--- src/design/assert_macros.svh ---
// ----------------------------------------------------------------------------
// Assertion macros
// Concurrent assertion wrappers that compile to nothing in synthesis.
// ----------------------------------------------------------------------------
`ifndef ASSERT_MACROS_SVH
`define ASSERT_MACROS_SVH

`ifndef SYNTHESIS
// Check a property on every clock edge, masked during reset
`define ASSERT_CLK(label, clk, rst, prop, msg) \
  label: assert property (@(posedge clk) disable iff (rst) (prop)) else $error(msg);
// Check a property on every clock edge, reset included
`define ASSERT_ALWAYS(label, clk, prop, msg) \
  label: assert property (@(posedge clk) (prop)) else $error(msg);
`else
`define ASSERT_CLK(label, clk, rst, prop, msg)
`define ASSERT_ALWAYS(label, clk, prop, msg)
`endif

`endif

--- src/design/mmdd_pkg.sv ---
// ----------------------------------------------------------------------------
// mmdd_pkg
// Shared widths, constants and types of the moving mean deviation detector.
// ----------------------------------------------------------------------------
package mmdd_pkg;

  // Window depth, a power of two
  localparam int WINDOW_DEPTH = 8;

  localparam int SAMPLE_W = 16;
  localparam int THR_W    = 16;
  localparam int DEV_W    = 19;
  localparam int PTR_W    = $clog2(WINDOW_DEPTH);
  localparam int FILL_W   = $clog2(WINDOW_DEPTH + 1);
  localparam int SUM_W    = SAMPLE_W + PTR_W;

  localparam logic [THR_W-1:0] THRESHOLD_RESET = 16'd307;

  typedef logic [SAMPLE_W-1:0] sample_t;
  typedef logic [THR_W-1:0]    threshold_t;
  typedef logic [SUM_W-1:0]    sum_t;
  typedef logic [DEV_W-1:0]    deviation_t;

  // Outcome of the deviation test for one sample
  typedef struct packed {
    logic hit;
    sum_t dev;
  } cmp_result_t;

endpackage

--- src/design/mmdd_window.sv ---
// ----------------------------------------------------------------------------
// mmdd_window
// Sample ring, running sum, write pointer and warm-up count.
// ----------------------------------------------------------------------------
module mmdd_window (
  input  logic             clk,
  input  logic             rst,
  input  logic             advance,
  input  mmdd_pkg::sample_t sample,
  output mmdd_pkg::sum_t   window_sum,
  output logic             window_full
);
  import mmdd_pkg::*;

  sample_t            ring [WINDOW_DEPTH];
  logic [PTR_W-1:0]   write_pointer;
  logic [FILL_W-1:0]  fill_count;
  sum_t               sum;
  sum_t               sum_next;
  sample_t            oldest;

  assign window_full = (fill_count == FILL_W'(WINDOW_DEPTH));
  assign window_sum  = sum;
  assign oldest      = ring[write_pointer];

  // Swap the oldest entry for the new sample once the window is full
  always_comb begin
    if (window_full) begin
      sum_next = sum - SUM_W'(oldest) + SUM_W'(sample);
    end else begin
      sum_next = sum + SUM_W'(sample);
    end
  end

  // Overwrite the oldest ring slot
  always_ff @(posedge clk) begin
    if (advance) begin
      ring[write_pointer] <= sample;
    end
  end

  // Advance pointer, sum and warm-up count
  always_ff @(posedge clk) begin
    if (rst) begin
      write_pointer <= '0;
      fill_count    <= '0;
      sum           <= '0;
    end else if (advance) begin
      write_pointer <= write_pointer + 1'b1;
      sum           <= sum_next;
      if (!window_full) begin
        fill_count <= fill_count + 1'b1;
      end
    end
  end

endmodule

--- src/design/mmdd_compare.sv ---
// ----------------------------------------------------------------------------
// mmdd_compare
// Scaled absolute deviation of a sample from the window mean and its test
// against the scaled threshold.
// ----------------------------------------------------------------------------
module mmdd_compare (
  input  mmdd_pkg::sample_t     sample,
  input  mmdd_pkg::sum_t        window_sum,
  input  logic                  window_full,
  input  mmdd_pkg::threshold_t  threshold,
  output mmdd_pkg::cmp_result_t result
);
  import mmdd_pkg::*;

  sum_t scaled;
  sum_t limit;
  sum_t dev;

  // Scale by the window depth with a shift
  assign scaled = {sample, PTR_W'(0)};
  assign limit  = {threshold, PTR_W'(0)};

  // Take the absolute difference
  assign dev = (scaled >= window_sum) ? (scaled - window_sum) : (window_sum - scaled);

  // Flag only a strictly larger deviation on a full window
  assign result.hit = window_full && (dev > limit);
  assign result.dev = dev;

endmodule

--- src/design/moving_mean_deviation_detector.sv ---
// ----------------------------------------------------------------------------
// moving_mean_deviation_detector
// Flags acceleration samples that stray from the mean of the last samples.
// ----------------------------------------------------------------------------
// Takes one sample per clock cycle. A taken sample sits in the input register
// and moves into the result register once that register is free; the result
// register offers a flagged result, which transfers when out_ready is high.
// While a result waits for out_ready, the held sample cannot move on and the
// input stalls. The first WINDOW_DEPTH samples only fill the window; each
// later sample is checked against the running window sum in the cycle it
// leaves the input register, and the sum, the ring write and the result load
// all happen in that one cycle. A result appears only when the scaled
// deviation exceeds the scaled threshold. The threshold register is written
// through the cfg port, which is always ready; write it only while no sample
// is in flight.
`include "assert_macros.svh"

module moving_mean_deviation_detector (
  input  logic                  clk,
  input  logic                  rst,
  input  logic                  cfg_valid,
  output logic                  cfg_ready,
  input  mmdd_pkg::threshold_t  cfg_data,
  input  logic                  in_valid,
  output logic                  in_ready,
  input  mmdd_pkg::sample_t     sample_magnitude,
  output logic                  out_valid,
  input  logic                  out_ready,
  output mmdd_pkg::deviation_t  scaled_deviation
);
  import mmdd_pkg::*;

  threshold_t  threshold;
  logic        s1_valid;
  sample_t     s1_sample;
  logic        advance;
  sum_t        window_sum;
  logic        window_full;
  cmp_result_t cmp;

  // Move the held sample on when the result register can take it
  assign advance   = s1_valid && (!out_valid || out_ready);
  assign in_ready  = !s1_valid || advance;
  assign cfg_ready = 1'b1;

  // Threshold register
  always_ff @(posedge clk) begin
    if (rst) begin
      threshold <= THRESHOLD_RESET;
    end else if (cfg_valid) begin
      threshold <= cfg_data;
    end
  end

  // Input register
  always_ff @(posedge clk) begin
    if (rst) begin
      s1_valid <= 1'b0;
    end else if (in_ready) begin
      s1_valid <= in_valid;
    end
  end

  always_ff @(posedge clk) begin
    if (in_valid && in_ready) begin
      s1_sample <= sample_magnitude;
    end
  end

  mmdd_window u_window (
    .clk         (clk),
    .rst         (rst),
    .advance     (advance),
    .sample      (s1_sample),
    .window_sum  (window_sum),
    .window_full (window_full)
  );

  mmdd_compare u_compare (
    .sample      (s1_sample),
    .window_sum  (window_sum),
    .window_full (window_full),
    .threshold   (threshold),
    .result      (cmp)
  );

  // Result register: load on a hit, drop after the transfer
  always_ff @(posedge clk) begin
    if (rst) begin
      out_valid <= 1'b0;
    end else if (advance) begin
      out_valid <= cmp.hit;
    end else if (out_ready) begin
      out_valid <= 1'b0;
    end
  end

  always_ff @(posedge clk) begin
    if (advance && cmp.hit) begin
      scaled_deviation <= DEV_W'(cmp.dev);
    end
  end

  `ASSERT_ALWAYS(a_reset_empty, clk, rst |=> (!out_valid && !s1_valid), "pipeline not empty after reset")
  `ASSERT_CLK(a_no_spurious_result, clk, rst, (!s1_valid && (!out_valid || out_ready)) |=> !out_valid, "result without a sample")
  `ASSERT_CLK(a_stall_holds_sample, clk, rst, (s1_valid && out_valid && !out_ready) |=> (s1_valid && $stable(s1_sample)), "held sample lost on stall")

endmodule

--- config.mk ---
export PLATFORM = sky130hd
export DESIGN_NAME = moving_mean_deviation_detector
export DESIGN_NICKNAME = d
export VERILOG_FILES = /design/src/design/mmdd_pkg.sv /design/src/design/mmdd_window.sv /design/src/design/mmdd_compare.sv /design/src/design/moving_mean_deviation_detector.sv
export VERILOG_INCLUDE_DIRS = /design/src /design/src/design
export SDC_FILE = /design/constraint.sdc
export NUM_CORES = 1
export LEC_CHECK = 0
export BUFFER_PORTS_ARGS = -buffer_cell sky130_fd_sc_hd__buf_2
export CAP_MARGIN = 25
export CORE_ASPECT_RATIO = 0.9
export CORE_MARGIN = 2
export CORE_UTILIZATION = 62
export CTS_CLUSTER_SIZE = 25
export DETAILED_ROUTE_END_ITERATION = 7
export PLACE_DENSITY = 0.81
export SLEW_MARGIN = 10
export SYNTH_ARGS = -nofsm -noshare
export SYNTH_HDL_FRONTEND = slang
export SYNTH_SLANG_ARGS = --single-unit
export TNS_END_PERCENT = 100
--- constraint.sdc ---
create_clock -name clk -period 6.3 [get_ports clk]
set_input_delay 0.63 -clock clk [delete_from_list [all_inputs] [get_ports clk]]
set_output_delay 0.63 -clock clk [all_outputs]
set_load 0.01 [all_outputs]
==> impl_metrics.json <==
{
  "yosysTopAreaCellShare_pct": 42.12,
  "drcViolationCount": 0,
  "io_buffers": 57,
  "maxSlewViolCount": 0,
  "ys_seq_area_share_pct": 50.22,
  "dr.pass1.iters": 4,
  "maxClockFrequency_mhz": 174.8,
  "dp.cells": 1245,
  "antenna_found_initial": 0,
  "globalRoute.totalOverflow": 0,
  "pwr-share-seq_pct": 41.9,
  "whs_path_depth": 1,
  "path_clk_slew_ns": 0.06,
  "ys_seq_elements": 210,
  "maxCapViolations": 0,
  "rsz0062_at_grt": "no",
  "cts_buffers": 21,
  "p_int_mw": 2.734,
  "min_from": "sample_magnitude[10]",
  "coreArea_um2": 18410,
  "grt_max_degree": 43,
  "slew_headroom_pct": 40.17,
  "max_stage_delay_ns": 0.56,
  "crit_fanout": 13,
  "cts_buffer_depth": 3,
  "p_leak_nw": 5.264,
  "syn_area_per_cell_um2": 12.25,
  "ctsHoldBuffers": 0,
  "instances_no_fill": 1287,
  "tns_ns": 0,
  "nets": 1170,
  "cp_slowest_cell": "edfxtp_1",
  "cts_sinks": 210,
  "synth_area_leaders": "edfxtp_1, ha_1, dfxtp_1",
  "regToRegEndpoint": "scaled_deviation[6]",
  "crit_arrival_ns": 5.91,
  "gp_congestion": 0.9556,
  "clk_latency_ns": 0.50,
  "hpwl_mm": 19.00,
  "grt_pass1_vias": 7961,
  "antenna_left": 0,
  "area_delta_synth_final_pct": 12.38,
  "syn_inst": 949,
  "wl_per_cell_um": 20.31,
  "vdd_drop_max_mv": 0.2317,
  "finalCriticalPeriod_ns": 5.720,
  "dieHeight_um": 133.9,
  "vias": 7712,
  "crit_type": "reg -> reg",
  "min_path_type": "in -> reg",
  "dieArea_um2": 19860,
  "yosysWarningCount": 0,
  "num_rows": 47,
  "combinationalPowerShare_pct": 24.2,
  "setup_viol": 0,
  "r2r_cells": 23,
  "timing.reg2reg.setup_slack_ns": 0.58,
  "hold_viol": 0,
  "power_density_nw_per_um2": 291.2,
  "yosys.area.top_type": "edfxtp_1",
  "drive_gt1_share_pct": 18.14,
  "setup_slack_ns": 0.5802,
  "diodes": 0,
  "worstSetupStartpointType": "flip-flop",
  "holdPathEnd": "s1_sample[10]",
  "status": "finished clean",
  "p_sw_share_pct": 28.11,
  "period_share_pct": 90.79,
  "crit_path_end_kind": "flip-flop",
  "root_buffer": "clkbuf_16",
  "start_util_pct": 63.14,
  "cts_tree": "yes",
  "cp_cell_sequence": "inv_1 > ha_1 > nand3_1 > nand2b_1 > o2111ai_1 > a21oi_1 > o31ai_4 > buf_4 > mux2i_1 > o21ai_2 > nor2b_1 > a211o_1 > xnor2_1 > ha_1 > nand4_1 > nor2_1 > nor2_1 > a21boi_0 > nor3b_1 > a221o_1 > a31o_1 > inv_1 > buf_4",
  "dp_worst_setup_slack_ns": 0.5009,
  "clock_power_share_pct": 33.9,
  "max_slew.worst_pin.slew_ns": 0.8974,
  "worst_ep_required_time_ns": 6.49,
  "h-tree-depth": 1,
  "yosys_most_used_dff": "edfxtp_1",
  "fin_skew_ns": 0.007765,
  "grt_first_pass_wirelength_mm": 41.44,
  "viasPerCell": 5.992,
  "synthDistinctLibCells": 68,
  "grt_use_total_pct": 27.01,
  "die_w_um": 148.3,
  "syn_area_um2": 11620,
  "drt_iter0_drc": 589,
  "timing.rr.start": "s1_sample[3]",
  "syn-num-nets": 1091,
  "fill_cells": 1220,
  "pin_count": 59,
  "drt_wl_total_mm": 26.14,
  "synth_edf_count": 163,
  "async_flop_share_pct": 0,
  "power_switching_mw": 1.069
}
[registers in the layout, indices dropped and copies added (netlist names), named ones only]
name                    count
threshold                  16
s1_valid                    1
u_window.write_pointer      3
u_window.ring             128
s1_sample                  16
scaled_deviation           19
out_valid                   1
u_window.window_sum        19
u_window.fill_count         4
[power groups by stage]
stage	Sequential [mW]	Combinational [mW]	Clock [mW]
floorplan	1.61	0.695	0
global placement	1.62	0.872	0
detailed placement	1.62	0.895	0
CTS	1.59	0.908	1.31
global route	1.60	1.03	1.35
finish	1.59	0.922	1.29
[cells in the final DEF (no fill, tap or decap), types with 6 or more instances in the layout]
| cell | instances |
|---|---|
| a211oi_1 | 28 |
| a21o_1 | 27 |
| a21oi_1 | 49 |
| and2_1 | 6 |
| buf_2 | 57 |
| buf_4 | 31 |
| clkbuf_16 | 21 |
| dfxtp_1 | 46 |
| edfxtp_1 | 163 |
| fa_1 | 18 |
| ha_1 | 87 |
| inv_1 | 105 |
| mux2_2 | 17 |
| mux2i_1 | 23 |
| mux4_2 | 32 |
| nand2_1 | 47 |
| nand2b_1 | 12 |
| nand3_1 | 14 |
| nor2_1 | 55 |
| nor2b_1 | 8 |
| nor3_1 | 12 |
| o211ai_1 | 9 |
| o21ai_0 | 27 |
| xnor2_1 | 30 |
| xor2_1 | 19 |
[what timing repair did]
item,4_1_cts,5_1_grt
setup buffers,0,5
resized for setup,0,0
hold endpoints to repair,0,0
endpoints found under the setup margin,0,13
[layout make-up]
class	count	area, um2	area share [%]
timing repair buffer	89	533.0	4.081
inverter	105	394.1	3.018
clock buffer	29	595.6	4.560
tap	245	306.5	2.347
sequential	210	5837	44.69
multi-input combinational	601	5275	40.39
clock inverter	8	118.9	0.9101
[per-stage QoR]
step / utilization [%] / hold slack (ns) / power (mW) / cell area [um2]
2_1_floorplan: - / 0.4485 / 2.301 / 11620
3_3_place_gp: 66.79 / 0.4763 / 2.491 / 12290
3_5_place_dp: 66.87 / 0.4818 / 2.516 / 12310
4_1_cts: 70.75 / 0.2828 / 3.806 / 13020
5_1_grt: 70.95 / 0.2944 / 3.970 / 13060
6_report: 70.95 / 0.3049 / 3.803 / 13060
[critical path: cells and delay by family, from the launching register on]
| kind | cells | cell delay [ns] |
|---|---|---|
| mux | 1 | 0.28 |
| buf+inv | 4 | 0.86 |
| xor+xnor | 1 | 0.15 |
| flops | 1 | 0.56 |
| simple gates | 7 | 0.93 |
| compound gates | 8 | 1.87 |
| fa+ha+maj | 2 | 0.74 |
[cell usage after synthesis, types with 3 or more instances]
cell type,count
buf_2,3
o211ai_1,9
and2_1,6
o21ai_0,27
and3_1,4
mux4_2,32
nand4_1,4
nand3_1,14
o21a_1,5
nand2_1,47
a211oi_1,28
dfxtp_1,47
xnor2_1,30
mux2i_1,23
buf_1,5
a21oi_1,49
xor2_1,19
nand3b_1,3
o311ai_0,3
o21ai_1,3
nor3_1,16
fa_1,18
clkbuf_1,22
edfxtp_1,163
a21boi_0,5
o21bai_1,5
ha_1,87
a22oi_1,3
nor2_1,55
a31oi_1,4
mux2_2,17
nor2b_1,8
a21o_1,27
inv_1,105
nand2b_1,12
[cell families after synthesis]
kind of cell             count (synthesis)  synth area share [%]
multiplexers                            73                 9.959
flip-flops                             210                 50.22
XOR/XNOR                                49                 3.693
adder cells (fa/ha/maj)                105                 12.47
AND/OR/NAND/NOR                        180                 7.623
other                                    1               0.03227
buffers and inverters                  138                 4.619
AO/OA/AOI/OAI                          193                 11.39
[how the worst max path moves through the flow]
stage / startpoint / endpoint / slack, ns / cells past startpoint
floorplan: s1_sample[13] / scaled_deviation[0] / 1.36 / 21
global placement: s1_sample[3] / scaled_deviation[5] / 0.67 / 21
detailed placement: s1_sample[3] / scaled_deviation[4] / 0.50 / 21
CTS: s1_sample[3] / scaled_deviation[7] / 0.48 / 21
global route: s1_sample[3] / scaled_deviation[6] / 0.21 / 23
finish: s1_sample[3] / scaled_deviation[6] / 0.58 / 23
[metal layers]
metal / track usage (%) / routed length [um] / up-vias
met1: 35.31 / 10670 / 3796
met3: 3.980 / 1457 / 62
met5: 0 / 0 / -
met2: 46.71 / 13120 / 218
met4: 9.101 / 894 / 0
li1: - / - / 3636
Power figures use the tool's default switching activity.
